File: config.mk
export PLATFORM = sky130hd
export DESIGN_NAME = mp2a_fifo
export DESIGN_NICKNAME = d
export VERILOG_FILES = /design/src/hw/rtl/mp2a_fifo.sv
export SDC_FILE = /design/constraint.sdc
export NUM_CORES = 1
export LEC_CHECK = 0
export BUFFER_PORTS_ARGS = -buffer_cell sky130_fd_sc_hd__buf_2
export CORE_MARGIN = 8
export CORE_UTILIZATION = 38
export DETAILED_ROUTE_END_ITERATION = 12
export PLACE_DENSITY_LB_ADDON = 0.2
export SLEW_MARGIN = 20
export SYNTH_ARGS = -nofsm -noshare
export SYNTH_HDL_FRONTEND = slang
export SYNTH_SLANG_ARGS = --single-unit
File: constraint.sdc
create_clock -name clk -period 1.8 [get_ports clk]
set_input_delay 0.09 -clock clk [delete_from_list [all_inputs] [get_ports clk]]
set_output_delay 0.09 -clock clk [all_outputs]
set_load 0.1 [all_outputs]
File: src/hw/rtl/mp2a_fifo.sv
`timescale 1ns / 1ps
`default_nettype none
module mp2a_fifo #(
	parameter int W     = 8,
	parameter int DEPTH = 2
) (
	input  wire logic         clk,
	input  wire logic         arst_n,
	input  wire logic [W-1:0] wdata,
	input  wire logic         push,
	output logic              full,
	output logic [W-1:0]      rdata,
	input  wire logic         pop,
	output logic              empty
);
	localparam int PW = (DEPTH > 1) ? $clog2(DEPTH) : 1;

	logic [W-1:0]      mem_q [DEPTH];
	logic [PW-1:0]     wp_q;
	logic [PW-1:0]     rp_q;
	logic [PW:0]       cnt_q;

	assign full  = (cnt_q == (PW + 1)'(DEPTH));
	assign empty = (cnt_q == '0);
	assign rdata = mem_q[rp_q];

	always_ff @(posedge clk) begin
		if (push) begin
			mem_q[wp_q] <= wdata;
		end
	end

	always_ff @(posedge clk or negedge arst_n) begin
		if (!arst_n) begin
			wp_q  <= '0;
			rp_q  <= '0;
			cnt_q <= '0;
		end else begin
			if (push) begin
				wp_q <= (wp_q == PW'(DEPTH - 1)) ? '0 : wp_q + PW'(1);
			end
			if (pop) begin
				rp_q <= (rp_q == PW'(DEPTH - 1)) ? '0 : rp_q + PW'(1);
			end
			if (push && !pop) begin
				cnt_q <= cnt_q + (PW + 1)'(1);
			end else if (pop && !push) begin
				cnt_q <= cnt_q - (PW + 1)'(1);
			end
		end
	end
endmodule
`default_nettype wire

==> summary.txt, run 1 <==
================================================================================
Synth Net Count ...................................................           54
Multi-input gate area .............................................    175.2 um2
Arr. time, crit path ..............................................      1.54 ns
Fraction of final layout cells with drive strength greater than 1 .       0.4545
Post-route DRC ....................................................            0
Setup repair after global routing missed its margin ...............           no
Number of hold violations in the final report .....................            0
Growth of design area from synthesis to finish ....................       34.90%
Sinks on Clock Net ................................................           20
Routed length per placed instance .................................     11.93 um
Initial antenna violation count ...................................            0
Via/cell ratio ....................................................        4.202
Residual antenna-violating net count after detailed routing .......            0
Bufs on Longest Clock Path ........................................            2
Clk_lat worst skew ................................................      0.29 ns
Share of the yosys chip area belonging to registers ...............       0.7532
Hold Path Depth ...................................................            2
Worst R2R Path Depth ..............................................            1
Flop2flop setup slack .............................................      0.71 ns
Capturing element type of the critical path .......................  output port
Hold WS ...........................................................   0.02717 ns
Total number of nets in the final design ..........................           91
Cell area after synthesis .........................................    770.7 um2
Timing-limited maximum frequency ..................................    612.0 MHz
Post-synthesis average cell area ..................................    18.80 um2
Cell taking the most area after synthesis .........................     edfxtp_1
Worst Hold End .................................................... wp_q$_DFFE_PN0P_
Die area .......................................................... 0.003725 mm2
Wire length of the first global-routing pass ......................      1973 um
Setup tns final ...................................................         0 ns
Worst reg2reg startpoint .......................................... wp_q$_DFFE_PN0P_
Origin of the worst min-delay path ................................         push
Buffer cell driving the clock tree root ...........................     clkbuf_4
Initial core utilization ..........................................       0.3969
Yosys warnings ....................................................            0
Number of iterations in the first detailed-routing pass ...........            2
Sequential cell area ..............................................    580.6 um2
Total routed wirelength ...........................................      1241 um
Buffers added on ports ............................................           21
Setup Skew ........................................................  0.007644 ns
Detailed placer's ending HPWL .....................................       893 um
Final-report setup violation count ................................            0
Measured slew at the worst slew-check pin .........................    0.4885 ns
CORE AREA ......................................................... 0.001942 mm2
Antenna diode count ...............................................            0
CP Data Required Time .............................................      1.71 ns
Vias post-DR ......................................................          437
Clock buffer count from CTS .......................................            3
Tcrit/Tclk final ..................................................       0.9078
I/O pin cnt .......................................................           22
Type of the tightest min-delay check ..............................    in -> reg
Clock-pin slew on the worst setup and hold paths ..................      0.10 ns
Outcome ........................................................... finished, final reports clean
Capture instance of the worst register-to-register path ........... mem_q[1][1]$_DFFE_PP_
Clock tree from TritonCTS .........................................          yes
Largest net degree at the start of global routing .................           12
Post-route setup slack ............................................    0.1660 ns
Max-cap viol count ................................................            0
Pre-CTS setup slack ...............................................    0.4662 ns
Final critical delay including setup and external delays ..........     1.634 ns
Slew Limit Fails ..................................................            0
Count of placed standard cells including taps .....................           90
Distinct cell type count after synthesis ..........................           12
Element type at the critical path start ...........................     register
Number of global-route vias before repair .........................          456
Number of cells in the finished layout apart from fillers .........          104
Number of levels the H-tree was split into ........................            1
Final-layout fill cell count ......................................          173
Cell types with the largest area share after synthesis ............ edfxtp_1 (62%), dfrtp_1 (13%), mux2_2 (12%)
Number of cells produced by synthesis .............................           41
Register bit total from synthesis .................................           20
Global-route congestion overflow total ............................            0
Largest fanout on the critical path ...............................            9
Synth top area share ..............................................       0.6234
Overall die height ................................................     61.04 um
Critical path type ................................................   reg -> out
Routability-driven placement congestion ratio .....................       0.6221
Tightest slew margin relative to the limit ........................       0.6766
# rows ............................................................           16
Total Routing Usage GR ............................................      0.07433
DRC marker count from the first detailed-route iteration ..........            6
Chip width ........................................................     61.04 um
================================================================================
[layout by cell type (no fill, tap or decap)]
cell and count:
nor2b_1 1, clkinv_1 1, inv_1 1, dlygate4sd3_1 10, mux2_2 8, xor2_1 4
xnor2_1 1, edfxtp_1 16, nor2_1 2, clkbuf_4 3, and2_1 1, dfrtp_1 4
ha_1 1, buf_4 2, and2b_2 1, buf_2 21
[cells by family (layout without fill, tap and decap cells)]
kind of cell / Yosys count / count (layout) / share of synthesized area
mux: 8 / 8 / 0.1169
xor+xnor: 5 / 5 / 0.05682
buf+inv: 2 / 38 / 0.01947
flops: 20 / 20 / 0.7533
simple gates: 5 / 5 / 0.03735
fa+ha+maj: 1 / 1 / 0.01623
[flip-flops by register name (all words and copies together), names as in the netlist]
register and cells:
mem_q 16, cnt_q 2, rp_q 1, wp_q 1
[worst max-delay path: stages, from the launching register on]
cell	delay [ns]
dfrtp_1	0.58
mux2_2	0.38
buf_2	0.29
[metrics by stage]
step	util	instance area, um2
after global routing	0.5354	1040
final	0.5354	1040
after CTS	0.5354	1040
after floorplan	-	770.7
after detailed placement	0.4704	913.4
after global placement	0.4704	913.4
[layout make-up]
| cell class | instances | area share |
|---|---|---|
| clock inverter | 1 | 0.003610 |
| inverter | 1 | 0.003610 |
| tap | 27 | 0.03249 |
| sequential | 20 | 0.5584 |
| clock buffer | 3 | 0.02166 |
| multi-input combinational | 19 | 0.1685 |
| timing repair buffer | 33 | 0.2118 |
[Yosys cell counts]
cell	count
mux2_2	8
edfxtp_1	16
and2b_2	1
dfrtp_1	4
inv_1	1
and2_1	1
xnor2_1	1
xor2_1	4
nor2b_1	1
nor2_1	2
buf_6	1
ha_1	1
[how the worst max path moves through the flow]
stage,from,end,slack (ns),cells after the start
detailed placement,rp_q$_DFFE_PN0P_,rdata[7],0.47,2
CTS,rp_q$_DFFE_PN0P_,rdata[7],0.13,2
floorplan,cnt_q[0]$_DFFE_PN0P_,empty,0.05,1
finish,rp_q$_DFFE_PN0P_,rdata[7],0.17,2
global route,rp_q$_DFFE_PN0P_,rdata[7],0.06,2
global placement,rp_q$_DFFE_PN0P_,rdata[7],0.46,2
[per-layer routing]
metal / track usage / vias up / wire, um
li1: - / 221 / -
met1: 0.08250 / 202 / 569
met2: 0.1179 / 12 / 592
met3: 0.02505 / 2 / 70
met4: 0.04983 / 0 / 8
met5: 0 / - / 0
[what timing repair did]
action                                 CTS  global route
buffers inserted                         0             0
hold buffers                            10             0
endpoints found under the hold margin   21             0
setup endpoints to repair                0             0
gates resized for setup                  0             0
Power of run 1 is not shown: default switching activity piles up to over one toggle a cycle in this logic, so the estimate is an artifact.
==> run 2, diff against run 1 <==
Clock period 1.8 ns to 1.9 ns, I/O delays scaled along.
==> run 2 against run 1 <==
  * Wire length up 2.9%
  * Register-to-register slack lost 0.02 ns
  * Sequential share of layout area down 0.13 points
  * Clock skew fell by 0.0036 ns
  * Clock-buffer cell count up 1
  * Final cell count stayed put
  * Flip-flop and latch count did not move
  * Critical path depth did not move
  * Global-route usage up 0.27 points
  * Worst setup slack improved by 0.11 ns
  * Largest cell class unchanged
==> summary.txt, run 2 (same netlist as run 1, synthesis figures left out) <==
================================================================================
Die area .......................................................... 0.003725 mm2
Slowest cell on crit path .........................................      dfrtp_1
Overall die height ................................................     61.04 um
Routed length per placed instance .................................     12.28 um
Chip width ........................................................     61.04 um
Max reg flops .....................................................           16
Growth of design area from synthesis to finish ....................       35.23%
Critical Path, Cell by Cell ....................................... mux2_2, buf_2
Clock-pin slew on the worst setup and hold paths ..................      0.11 ns
Number of global-route vias before repair .........................          482
Commonest cells after routing, fill and taps aside ................ buf_2 (21), edfxtp_1 (16), dlygate4sd3_1 (11)
Via/cell ratio ....................................................        4.019
Residual antenna-violating net count after detailed routing .......            0
Critical path type ................................................   reg -> out
Count of placed standard cells including taps .....................           89
Post-route setup slack ............................................    0.2798 ns
Number of hold buffers added after CTS ............................           11
Number of cells in the finished layout apart from fillers .........          104
Capturing element type of the critical path .......................  output port
Number of levels the H-tree was split into ........................            1
Outcome ........................................................... finished, final reports clean
DRC marker count from the first detailed-route iteration ..........            2
Element type at the critical path start ...........................     register
Largest register by flop count ....................................        mem_q
Vias post-DR ......................................................          418
Post-CTS sizing ...................................................            0
Hold WS ...........................................................    0.1245 ns
CORE AREA ......................................................... 0.001942 mm2
Sinks on Clock Net ................................................           20
Total Routing Usage GR ............................................      0.07699
Buffers added on ports ............................................           21
Slowest stage delay, CP ...........................................      0.57 ns
Antenna diode count ...............................................            0
Fraction of final layout cells with drive strength greater than 1 .       0.4416
Type of the tightest min-delay check ..............................  in -> async
Clock buffer count from CTS .......................................            3
Largest registers ................................................. mem_q (16), cnt_q (2)
Met3 wire length ..................................................        97 um
Setup repair after global routing missed its margin ...............           no
Stages on worst setup path ........................................            2
Initial core utilization ..........................................       0.3969
Arr. time, crit path ..............................................      1.53 ns
Buffer cell driving the clock tree root ...........................     clkbuf_4
Bufs on Longest Clock Path ........................................            2
I/O pin cnt .......................................................           22
Slew Limit Fails ..................................................            0
Largest net degree at the start of global routing .................           12
Count of buffers added by post-CTS timing repair for setup ........            0
Final-report setup violation count ................................            0
Tcrit/Tclk final ..................................................       0.8528
Measured slew at the worst slew-check pin .........................    0.4947 ns
Total number of nets in the final design ..........................           91
CP Data Required Time .............................................      1.80 ns
Total routed wirelength ...........................................      1277 um
Worst reg2reg startpoint .......................................... wp_q$_DFFE_PN0P_
Met2 wire len .....................................................       633 um
Dominant delay contributor by cell family on the critical path ....   flip-flops
Worst path bufs/invs ..............................................            1
Routability-driven placement congestion ratio .....................       0.6190
Routed met1 length ................................................       546 um
Largest fanout on the critical path ...............................            9
Initial antenna violation count ...................................            0
Setup Skew ........................................................  0.004022 ns
Worst R2R Path Depth ..............................................            2
Global-route congestion overflow total ............................            0
Pre-CTS setup slack ...............................................    0.5727 ns
Highest routed metal layer ........................................         met3
Tightest slew margin relative to the limit ........................       0.6725
Number of iterations in the first detailed-routing pass ...........            3
Timing-limited maximum frequency ..................................    617.2 MHz
Max-cap viol count ................................................            0
Setup tns final ...................................................         0 ns
Final critical delay including setup and external delays ..........     1.620 ns
Wire length of the first global-routing pass ......................      2076 um
Leading cell type in the layout, fill and taps excluded ...........        buf_2
# rows ............................................................           16
Launching element of the worst setup path ......................... rp_q$_DFFE_PN0P_
Clock tree from TritonCTS .........................................          yes
Clk_lat worst skew ................................................      0.29 ns
Number of hold violations in the final report .....................            0
Post-route DRC ....................................................            0
================================================================================
==> run 2: cell count changes in the layout (fill, tap and decap cells not counted) <==
cell           previous run  this run
dlygate4sd3_1            10        11
buf_4                     2         1
clkbuf_1                  0         1
clkinv_1                  1         0
==> run 2: metal layers <==
metal  up-vias  GRT usage
li1        221          -
met1       185    0.08396
met2        12     0.1313
met3         0    0.02923
met4         0    0.02990
met5         -          0
==> run 2: final timing paths <==
| path | to | slack, ns |
|---|---|---|
| setup reg to reg | mem_q[0][1]$_DFFE_PP_ | 0.69 |
| min in group clk | wp_q$_DFFE_PN0P_ | 0.50 |
| hold reg to reg | wp_q$_DFFE_PN0P_ | 0.50 |
| hold / removal | wp_q$_DFFE_PN0P_ | 0.12 |
| max in group asynchronous | cnt_q[1]$_DFFE_PN0P_ | 1.65 |
| setup / recovery | rdata[2] | 0.28 |
==> run 2: layout make-up <==
type                       count  area (um2)
clock buffer                   4       26.28
fill                         167       899.6
inverter                       1       3.754
multi-input combinational     19       175.2
sequential                    20       580.6
tap                           27       33.78
timing repair buffer          33       222.7
==> run 2: stage by stage <==
stage | area, um2 | util
CTS | 1042 | 0.5367
detailed placement | 905.9 | 0.4665
global placement | 905.9 | 0.4665
finish | 1042 | 0.5367
floorplan | 770.7 | -
global route | 1042 | 0.5367
Power of run 2 is left out for the same reason.
