## src/hw/rtl/mp2a_pkg.sv

```systemverilog
`timescale 1ns / 1ps
`default_nettype none
package mp2a_pkg;

	localparam int DEF_MAX_KERNEL  = 8;
	localparam int DEF_MAX_MAP_DIM = 1024;
	localparam int DEF_SAMPLE_BITS = 16;

	// Coordinates leave the block at a fixed width.
	localparam int COORD_BITS = 10;
	localparam int ADDR_BITS  = 5;
	localparam int JOB_DEPTH  = 2;

	localparam logic [2:0] REG_KERNEL_ROWS = 3'd0;
	localparam logic [2:0] REG_KERNEL_COLS = 3'd1;
	localparam logic [2:0] REG_STRIDE_ROWS = 3'd2;
	localparam logic [2:0] REG_STRIDE_COLS = 3'd3;
	localparam logic [2:0] REG_VALID_MODE  = 3'd4;
	localparam logic [2:0] REG_MAP_ROWS    = 3'd5;
	localparam logic [2:0] REG_MAP_COLS    = 3'd6;

	typedef struct packed {
		logic [3:0]  kernel_rows;
		logic [3:0]  kernel_cols;
		logic [3:0]  stride_rows;
		logic [3:0]  stride_cols;
		logic        valid_mode;
		logic [10:0] map_rows;
		logic [10:0] map_cols;
	} cfg_t;

	// Effective window geometry handed from the front end to the scanner.
	typedef struct packed {
		logic [4:0] kr;
		logic [4:0] kc;
		logic [3:0] sr;
		logic [3:0] sc;
		logic [4:0] pt;
		logic [4:0] pl;
	} geo_t;

	function automatic int job_bits(int max_kernel, int max_map_dim, int sample_bits);
		int cw;
		int nw;
		int kw;
		int sw;
		cw = $clog2(max_map_dim);
		nw = $clog2(max_map_dim + 1) + 1;
		kw = $clog2(max_kernel + 1);
		sw = (max_kernel > 1) ? $clog2(max_kernel) : 1;
		return sample_bits + sw + 2 * cw + 1 + 2 * nw + 2 * kw;
	endfunction

endpackage
`default_nettype wire

```

## src/hw/rtl/mp2a_front.sv

```systemverilog
`timescale 1ns / 1ps
`default_nettype none
module mp2a_front #(
	parameter int MAX_KERNEL  = 8,
	parameter int MAX_MAP_DIM = 1024,
	parameter int SAMPLE_BITS = 16,
	parameter int JW          = 64
) (
	input  wire logic                   clk,
	input  wire logic                   arst_n,
	input  wire mp2a_pkg::cfg_t         cfg,
	input  wire logic                   cfg_wr,
	input  wire logic [SAMPLE_BITS-1:0] sample,
	input  wire logic                   in_valid,
	output logic                        in_ready,
	output logic [JW-1:0]               job,
	output logic                        job_push,
	input  wire logic                   job_full,
	output mp2a_pkg::geo_t              geo
);
	import mp2a_pkg::*;

	localparam int DW  = $clog2(MAX_MAP_DIM + 1);
	localparam int CW  = $clog2(MAX_MAP_DIM);
	localparam int NW  = DW + 1;
	localparam int EW  = DW + 2;
	localparam int XW  = NW + 6;
	localparam int KW  = $clog2(MAX_KERNEL + 1);
	localparam int SW  = (MAX_KERNEL > 1) ? $clog2(MAX_KERNEL) : 1;
	localparam int TW  = $clog2(NW + 1);

	localparam logic [3:0] ST_FIX = 4'd0;
	localparam logic [3:0] ST_DR  = 4'd1;
	localparam logic [3:0] ST_DC  = 4'd2;
	localparam logic [3:0] ST_PAD = 4'd3;
	localparam logic [3:0] ST_PR  = 4'd4;
	localparam logic [3:0] ST_ER  = 4'd5;
	localparam logic [3:0] ST_PC  = 4'd6;
	localparam logic [3:0] ST_EC  = 4'd7;
	localparam logic [3:0] ST_RUN = 4'd8;

	logic [3:0]    state_q;
	logic [KW-1:0] kr_e;
	logic [KW-1:0] kc_e;
	logic [3:0]    sr_e;
	logic [3:0]    sc_e;
	logic [DW-1:0] h_e;
	logic [DW-1:0] w_e;
	logic          geo_err;

	logic [CW-1:0] pos_r_q;
	logic [CW-1:0] pos_c_q;
	logic [SW-1:0] slot_q;
	logic [NW-1:0] q_r_q;
	logic [NW-1:0] q_c_q;
	logic [KW-1:0] pt_q;
	logic [KW-1:0] pl_q;
	logic [KW-1:0] e0r_q;
	logic [KW-1:0] e0c_q;
	logic [NW-1:0] ri_q;
	logic [NW-1:0] ci_q;
	logic [EW-1:0] re_q;
	logic [EW-1:0] ce_q;

	logic          div_run_q;
	logic [TW-1:0] div_cnt_q;
	logic [NW-1:0] quo_q;
	logic [3:0]    rem_q;
	logic [NW-1:0] num_d;
	logic [3:0]    den_d;
	logic [4:0]    sh;
	logic [3:0]    rem_n;
	logic          qb;

	logic [XW-1:0] pr_w;
	logic [XW-1:0] pc_w;
	logic [KW-1:0] pt_n;
	logic [KW-1:0] pl_n;

	logic          col_last;
	logic          row_last;
	logic [NW-1:0] n_r;
	logic [NW-1:0] n_c;
	logic [NW-1:0] r_left;
	logic [NW-1:0] c_left;
	logic          r_ok;
	logic          c_ok;
	logic [KW-1:0] rm;
	logic [KW-1:0] cm;
	logic          row_hit;
	logic          accept;

	// Registers are clamped into their legal ranges before use.
	always_comb begin
		kr_e = KW'(cfg.kernel_rows);
		if (cfg.kernel_rows == '0) begin
			kr_e = KW'(1);
		end else if (32'(cfg.kernel_rows) > MAX_KERNEL) begin
			kr_e = KW'(MAX_KERNEL);
		end
		kc_e = KW'(cfg.kernel_cols);
		if (cfg.kernel_cols == '0) begin
			kc_e = KW'(1);
		end else if (32'(cfg.kernel_cols) > MAX_KERNEL) begin
			kc_e = KW'(MAX_KERNEL);
		end
		sr_e = (cfg.stride_rows == '0) ? 4'd1 : cfg.stride_rows;
		sc_e = (cfg.stride_cols == '0) ? 4'd1 : cfg.stride_cols;
		h_e = DW'(cfg.map_rows);
		if (cfg.map_rows == '0) begin
			h_e = DW'(1);
		end else if (32'(cfg.map_rows) > MAX_MAP_DIM) begin
			h_e = DW'(MAX_MAP_DIM);
		end
		w_e = DW'(cfg.map_cols);
		if (cfg.map_cols == '0) begin
			w_e = DW'(1);
		end else if (32'(cfg.map_cols) > MAX_MAP_DIM) begin
			w_e = DW'(MAX_MAP_DIM);
		end
		geo_err = cfg.valid_mode && ((32'(kr_e) > 32'(h_e)) || (32'(kc_e) > 32'(w_e)));
	end

	// Dividend and divisor of the shared restoring divider.
	always_comb begin
		num_d = '0;
		den_d = sc_e;
		case (state_q)
			ST_DR: begin
				den_d = sr_e;
				num_d = cfg.valid_mode ? NW'(h_e) - NW'(kr_e) : NW'(h_e) - NW'(1);
			end
			ST_DC: begin
				num_d = cfg.valid_mode ? NW'(w_e) - NW'(kc_e) : NW'(w_e) - NW'(1);
			end
			ST_PR: begin
				den_d = sr_e;
				if (XW'(pos_r_q) > XW'(e0r_q)) begin
					num_d = NW'(XW'(pos_r_q) - XW'(e0r_q) + XW'(sr_e) - XW'(1));
				end
			end
			ST_PC: begin
				if (XW'(pos_c_q) > XW'(e0c_q)) begin
					num_d = NW'(XW'(pos_c_q) - XW'(e0c_q) + XW'(sc_e) - XW'(1));
				end
			end
			default: begin
				num_d = '0;
			end
		endcase
		sh = {rem_q, quo_q[NW-1]};
		if (sh >= {1'b0, den_d}) begin
			rem_n = 4'(sh - {1'b0, den_d});
			qb    = 1'b1;
		end else begin
			rem_n = sh[3:0];
			qb    = 1'b0;
		end
	end

	// Total padding is negative-clamped and halved for the top and left side; valid mode has none.
	always_comb begin
		pr_w = XW'(q_r_q) * XW'(sr_e) + XW'(kr_e) - XW'(h_e);
		pc_w = XW'(q_c_q) * XW'(sc_e) + XW'(kc_e) - XW'(w_e);
		pt_n = (cfg.valid_mode || pr_w[XW-1]) ? '0 : KW'(pr_w >> 1);
		pl_n = (cfg.valid_mode || pc_w[XW-1]) ? '0 : KW'(pc_w >> 1);
	end

	// Which windows end at this position. Only the last row or column can
	// close several windows at once, since clipping merges their ends.
	always_comb begin
		col_last = (DW'(pos_c_q) == w_e - DW'(1));
		row_last = (DW'(pos_r_q) == h_e - DW'(1));
		n_r      = q_r_q + NW'(1);
		n_c      = q_c_q + NW'(1);
		r_ok     = ri_q < n_r;
		c_ok     = ci_q < n_c;
		r_left   = n_r - ri_q;
		c_left   = n_c - ci_q;
		row_hit  = r_ok && (re_q == EW'(pos_r_q));
		if (row_last) begin
			rm = !r_ok ? '0 : ((32'(r_left) > MAX_KERNEL) ? KW'(MAX_KERNEL) : KW'(r_left));
		end else begin
			rm = row_hit ? KW'(1) : '0;
		end
		if (col_last) begin
			cm = !c_ok ? '0 : ((32'(c_left) > MAX_KERNEL) ? KW'(MAX_KERNEL) : KW'(c_left));
		end else begin
			cm = (c_ok && (ce_q == EW'(pos_c_q))) ? KW'(1) : '0;
		end
	end

	assign in_ready = (state_q == ST_RUN) && !job_full;
	assign accept   = in_valid && in_ready;
	assign job_push = accept;
	assign job      = {sample, slot_q, pos_r_q, pos_c_q, geo_err, ri_q, rm, ci_q, cm};

	assign geo.kr = 5'(kr_e);
	assign geo.kc = 5'(kc_e);
	assign geo.sr = sr_e;
	assign geo.sc = sc_e;
	assign geo.pt = 5'(pt_q);
	assign geo.pl = 5'(pl_q);

	always_ff @(posedge clk or negedge arst_n) begin
		if (!arst_n) begin
			state_q   <= ST_FIX;
			pos_r_q   <= '0;
			pos_c_q   <= '0;
			slot_q    <= '0;
			div_run_q <= 1'b0;
			div_cnt_q <= '0;
			quo_q     <= '0;
			rem_q     <= '0;
			q_r_q     <= '0;
			q_c_q     <= '0;
			pt_q      <= '0;
			pl_q      <= '0;
			e0r_q     <= '0;
			e0c_q     <= '0;
			ri_q      <= '0;
			ci_q      <= '0;
			re_q      <= '0;
			ce_q      <= '0;
		end else if (cfg_wr) begin
			state_q   <= ST_FIX;
			div_run_q <= 1'b0;
		end else begin
			unique case (state_q)
				ST_FIX: begin
					if ((32'(pos_r_q) >= 32'(h_e)) || (32'(pos_c_q) >= 32'(w_e))) begin
						pos_r_q <= '0;
						pos_c_q <= '0;
						slot_q  <= '0;
					end
					state_q <= geo_err ? ST_RUN : ST_DR;
				end
				ST_DR, ST_DC, ST_PR, ST_PC: begin
					if (!div_run_q) begin
						div_run_q <= 1'b1;
						div_cnt_q <= TW'(NW);
						quo_q     <= num_d;
						rem_q     <= '0;
					end else if (div_cnt_q == '0) begin
						div_run_q <= 1'b0;
						unique case (state_q)
							ST_DR: begin
								q_r_q   <= quo_q;
								state_q <= ST_DC;
							end
							ST_DC: begin
								q_c_q   <= quo_q;
								state_q <= ST_PAD;
							end
							ST_PR: begin
								ri_q    <= quo_q;
								state_q <= ST_ER;
							end
							default: begin
								ci_q    <= quo_q;
								state_q <= ST_EC;
							end
						endcase
					end else begin
						div_cnt_q <= div_cnt_q - TW'(1);
						quo_q     <= {quo_q[NW-2:0], qb};
						rem_q     <= rem_n;
					end
				end
				ST_PAD: begin
					pt_q    <= pt_n;
					pl_q    <= pl_n;
					e0r_q   <= kr_e - KW'(1) - pt_n;
					e0c_q   <= kc_e - KW'(1) - pl_n;
					state_q <= ST_PR;
				end
				ST_ER: begin
					re_q    <= EW'(e0r_q) + EW'(sr_e) * EW'(ri_q);
					state_q <= ST_PC;
				end
				ST_EC: begin
					ce_q    <= EW'(e0c_q) + EW'(sc_e) * EW'(ci_q);
					state_q <= ST_RUN;
				end
				ST_RUN: begin
					if (accept) begin
						if (col_last) begin
							pos_c_q <= '0;
							ci_q    <= '0;
							ce_q    <= EW'(e0c_q);
							if (row_last) begin
								pos_r_q <= '0;
								slot_q  <= '0;
								ri_q    <= '0;
								re_q    <= EW'(e0r_q);
							end else begin
								pos_r_q <= pos_r_q + CW'(1);
								slot_q  <= (slot_q == SW'(MAX_KERNEL - 1)) ? '0 : slot_q + SW'(1);
								if (row_hit) begin
									ri_q <= ri_q + NW'(1);
									re_q <= re_q + EW'(sr_e);
								end
							end
						end else begin
							pos_c_q <= pos_c_q + CW'(1);
							if (cm != '0) begin
								ci_q <= ci_q + NW'(1);
								ce_q <= ce_q + EW'(sc_e);
							end
						end
					end
				end
				default: begin
					state_q <= ST_FIX;
				end
			endcase
		end
	end
endmodule
`default_nettype wire

```

## config.mk

```make
export PLATFORM = sky130hd
export DESIGN_NAME = mp2a_front
export DESIGN_NICKNAME = d
export VERILOG_FILES = /design/src/hw/rtl/mp2a_pkg.sv /design/src/hw/rtl/mp2a_front.sv
export SDC_FILE = /design/constraint.sdc
export NUM_CORES = 1
export LEC_CHECK = 0
export BUFFER_PORTS_ARGS = -buffer_cell sky130_fd_sc_hd__clkbuf_2
export CELL_PAD_IN_SITES_DETAIL_PLACEMENT = 0
export CELL_PAD_IN_SITES_GLOBAL_PLACEMENT = 1
export CORE_ASPECT_RATIO = 1.25
export CORE_MARGIN = 5
export CORE_UTILIZATION = 50
export CTS_CLUSTER_DIAMETER = 40
export CTS_CLUSTER_SIZE = 10
export DETAILED_ROUTE_END_ITERATION = 10
export PLACE_DENSITY = 0.86
export SLEW_MARGIN = 10
export SYNTH_ARGS = -nofsm -noshare
export SYNTH_HDL_FRONTEND = slang
export SYNTH_SLANG_ARGS = --single-unit
```

## constraint.sdc

```tcl
create_clock -name clk -period 18.45 [get_ports clk]
set_input_delay 4.6125 -clock clk [delete_from_list [all_inputs] [get_ports clk]]
set_output_delay 4.6125 -clock clk [all_outputs]
set_load 0.05 [all_outputs]
```

==> reports/metrics.cfg <==
[grt]
use_met2_pct = 52.3
gr-usage-met1_pct = 34.3
grt-ovfl-total = 0
antenna_found_initial = 0
grtUsageMet3_pct = 2.99
grt_util_all_layers_pct = 28.7
first_global_vias = 18300
busiest_layer = met2
grt_pass1_wl_mm = 100
grt_max_degree = 76

[detailed_routing]
first_pass_iters = 6
ant_nets = 0
vias_per_cell = 6.11
num_vias = 18200
drc_errors = 0
wl_per_cell_um = 21.1
drt-total-wl_mm = 63.1
drt_iter0_drc = 1338

[floorplan]
row_count = 81
die_w_um = 188
core_mm2 = 0.0392
die_height_um = 233
boundaryPins = 154
die_area_mm2 = 0.0439
initial_core_util_pct = 50.7

[timing]
tns_ns = 0
fin_crit_ns = 14.19
finClkSkew_ns = 0.0150
hold_viol = 0
worst_pin_slew_ns = 1.12
slew_headroom_pct = 25.0
final_max_slew_viol_count = 0
setup_viol = 0
max_freq_mhz = 70.5
rsz0062_at_grt = false
finalCritPeriodShare_pct = 76.9

[synthesis]
ys_ff_latch = 138
ys_warn_count = 0
synth_edf_count = 0
syn_area_mm2 = 0.0199
seq_area_frac_synth_pct = 17.4
synth_cell_types = 90
synth_common_cells = 279 x inv_1, 251 x nand2_1, 234 x ha_1, 182 x nor2_1, 138 x dfrtp_1
yosysTopAreaCellShare_pct = 17.4
synth-async-reset-ratio_pct = 100
ys.flop_type = dfrtp_1
synth_most_common_cell = inv_1
synth_top_cell_by_area = dfrtp_1
avgSynthCellArea_um2 = 8.13
synthTopCellsByArea = dfrtp_1 17%, ha_1 15%, fa_1 13%
netlist_instances = 2445

[setup_path]
cp-start-kind = input port
rrSetupSlack_ns = 12.54
reg2regPathDepth = 21
r2r_end = e0c_q[3]
reg2reg_from = q_c_q[0]
arrival_ns = 9.58
cp_data_required_time_ns = 13.84
crit_path_end_kind = output port
endpoint = job[2]
worstSetupStartpoint = cfg[2]
worstPathMaxFanout = 13
path_class = input port to output port

[clocking]
clock_sinks = 138
cts-buffers-inserted = 17
cts.htree.levels = 4
cts_resized = 0
tritoncts = built
ctsRootBufferMaster = clkbuf_16
clk-insertion-delay-late_ns = 0.46
postCtsHoldBufs = 0
post_cts_buffers = 0
cts_max_path_buffers = 2
clk_pin_slew_ns = 0.06

[layout]
final_area_mm2 = 0.0213
layoutNonFillerInstCount = 2986
nNetsFinal = 2894
drive_above_1_share_pct = 9.45
fill_cells = 3727
area_delta_synth_final_pct = 7.23
n_antenna_cell = 0

[pwr]
ir_worst_vdd_mv = 0.0724
power.switching_w = 0.00135
power.density_mw_per_mm2 = 126
sequentialPowerShare_pct = 18.7
power.total_w = 0.00268
combPwrFrac_pct = 67.6
p_leak_nw = 10.4
p_clk_share_pct = 13.7
p_sw_share_pct = 50.5
p_int_w = 0.00133

[min_path]
hp-class = register to register

[placed_design]
gp_congestion = 0.941
hpwl_mm = 49.5
dp_cells = 2954
placed_area_mm2 = 0.0207
numPortBuffers = 125

[run_status]
run_status = complete, no violations

[flow_run]
max-cap-violations = 0

cells by family (layout without fill, tap and decap cells):
kind of cell | count (synthesis) | count (layout) | synth area share (%)
buffers and inverters | 410 | 450 | 8.09
adders and majority gates | 359 | 359 | 27.3
muxes | 45 | 45 | 2.47
AOI/OAI and AO/OA | 515 | 515 | 17.6
other | 1 | 4 | 0.0189
xor gates and xnor gates | 152 | 152 | 6.77
DFF | 138 | 138 | 17.4
and+or+nand+nor | 825 | 825 | 20.4
per-stage QoR:
step	hold WS (ns)	setup slack, ns	utilization [%]
floorplan	0.451	4.61	-
global placement	0.464	4.41	52.8
detailed placement	0.467	4.31	52.8
CTS	0.483	4.29	54.3
global route	0.530	3.85	54.3
finish	0.480	4.26	54.3
power groups by stage:
| stage | registers, W | clock network [W] | logic [W] |
|---|---|---|---|
| after floorplan | 0.000500 | 0 | 0.00135 |
| after global placement | 0.000500 | 0 | 0.00176 |
| after detailed placement | 0.000501 | 0 | 0.00179 |
| after CTS | 0.000496 | 0.000368 | 0.00181 |
| after global routing | 0.000507 | 0.000382 | 0.00204 |
| final | 0.000501 | 0.000367 | 0.00181 |
critical path, cell delays in order:
cell and delay, ns:
clkbuf_2 0.17, or4_1 0.71, nor4_1 0.60, nor2_1 0.09
nor2_1 0.28, inv_1 0.20, ha_1 0.43, nand2b_1 0.16
a21oi_1 0.07, or2_0 0.24, o41ai_1 0.27, o2bb2ai_1 0.29
nand4b_2 0.52, nor2_1 0.32, nand2_1 0.10, nor3_1 0.21
clkbuf_2 0.31
final cells by class:
type                       instances  area (um^2)  area share, %
sequential                       138         3450           16.2
clock buffer                      19          443           2.08
inverter                         279         1050           4.91
timing repair buffer             139          737           3.46
clock inverter                    13          158          0.740
multi-input combinational       1900        14900           69.7
tap                              498          623           2.92
layout by cell type (no fill, tap or decap), types with 51 or more instances in the layout:
cell,count
inv_1,279
nand2_1,250
ha_1,234
nor2_1,182
dfrtp_1,138
fa_1,125
clkbuf_2,124
o21ai_0,115
a21oi_1,110
xnor2_1,93
and2_1,77
xor2_1,58
nand3_1,51
per-layer routing:
layer	wire length (um)	part of all wire [%]	up-vias
met4	2890	4.6	0
met3	2990	4.7	157
met5	0	0	-
met1	25000	40	8997
li1	-	-	8492
met2	32200	51	593
sequential cells by signal (all words and copies together), names as in the netlist:
register   count
rem_q          4
ce_q          13
pos_r_q       10
e0c_q          4
q_c_q         12
q_r_q         12
div_cnt_q      4
pl_q           4
div_run_q      1
ci_q          12
quo_q         12
state_q        4
pt_q           4
re_q          13
slot_q         3
pos_c_q       10
e0r_q          4
ri_q          12
worst min path at each step:
stage / endpoint / start / depth (start not counted)
global placement: pl_q[1] / pl_q[1] / 2
floorplan: rem_q[3] / rem_q[3] / 2
finish: pl_q[3] / pl_q[3] / 2
global route: pl_q[0] / pl_q[0] / 2
detailed placement: pl_q[3] / pl_q[3] / 2
CTS: pl_q[3] / pl_q[3] / 2
(Power assumes the default switching activity.)
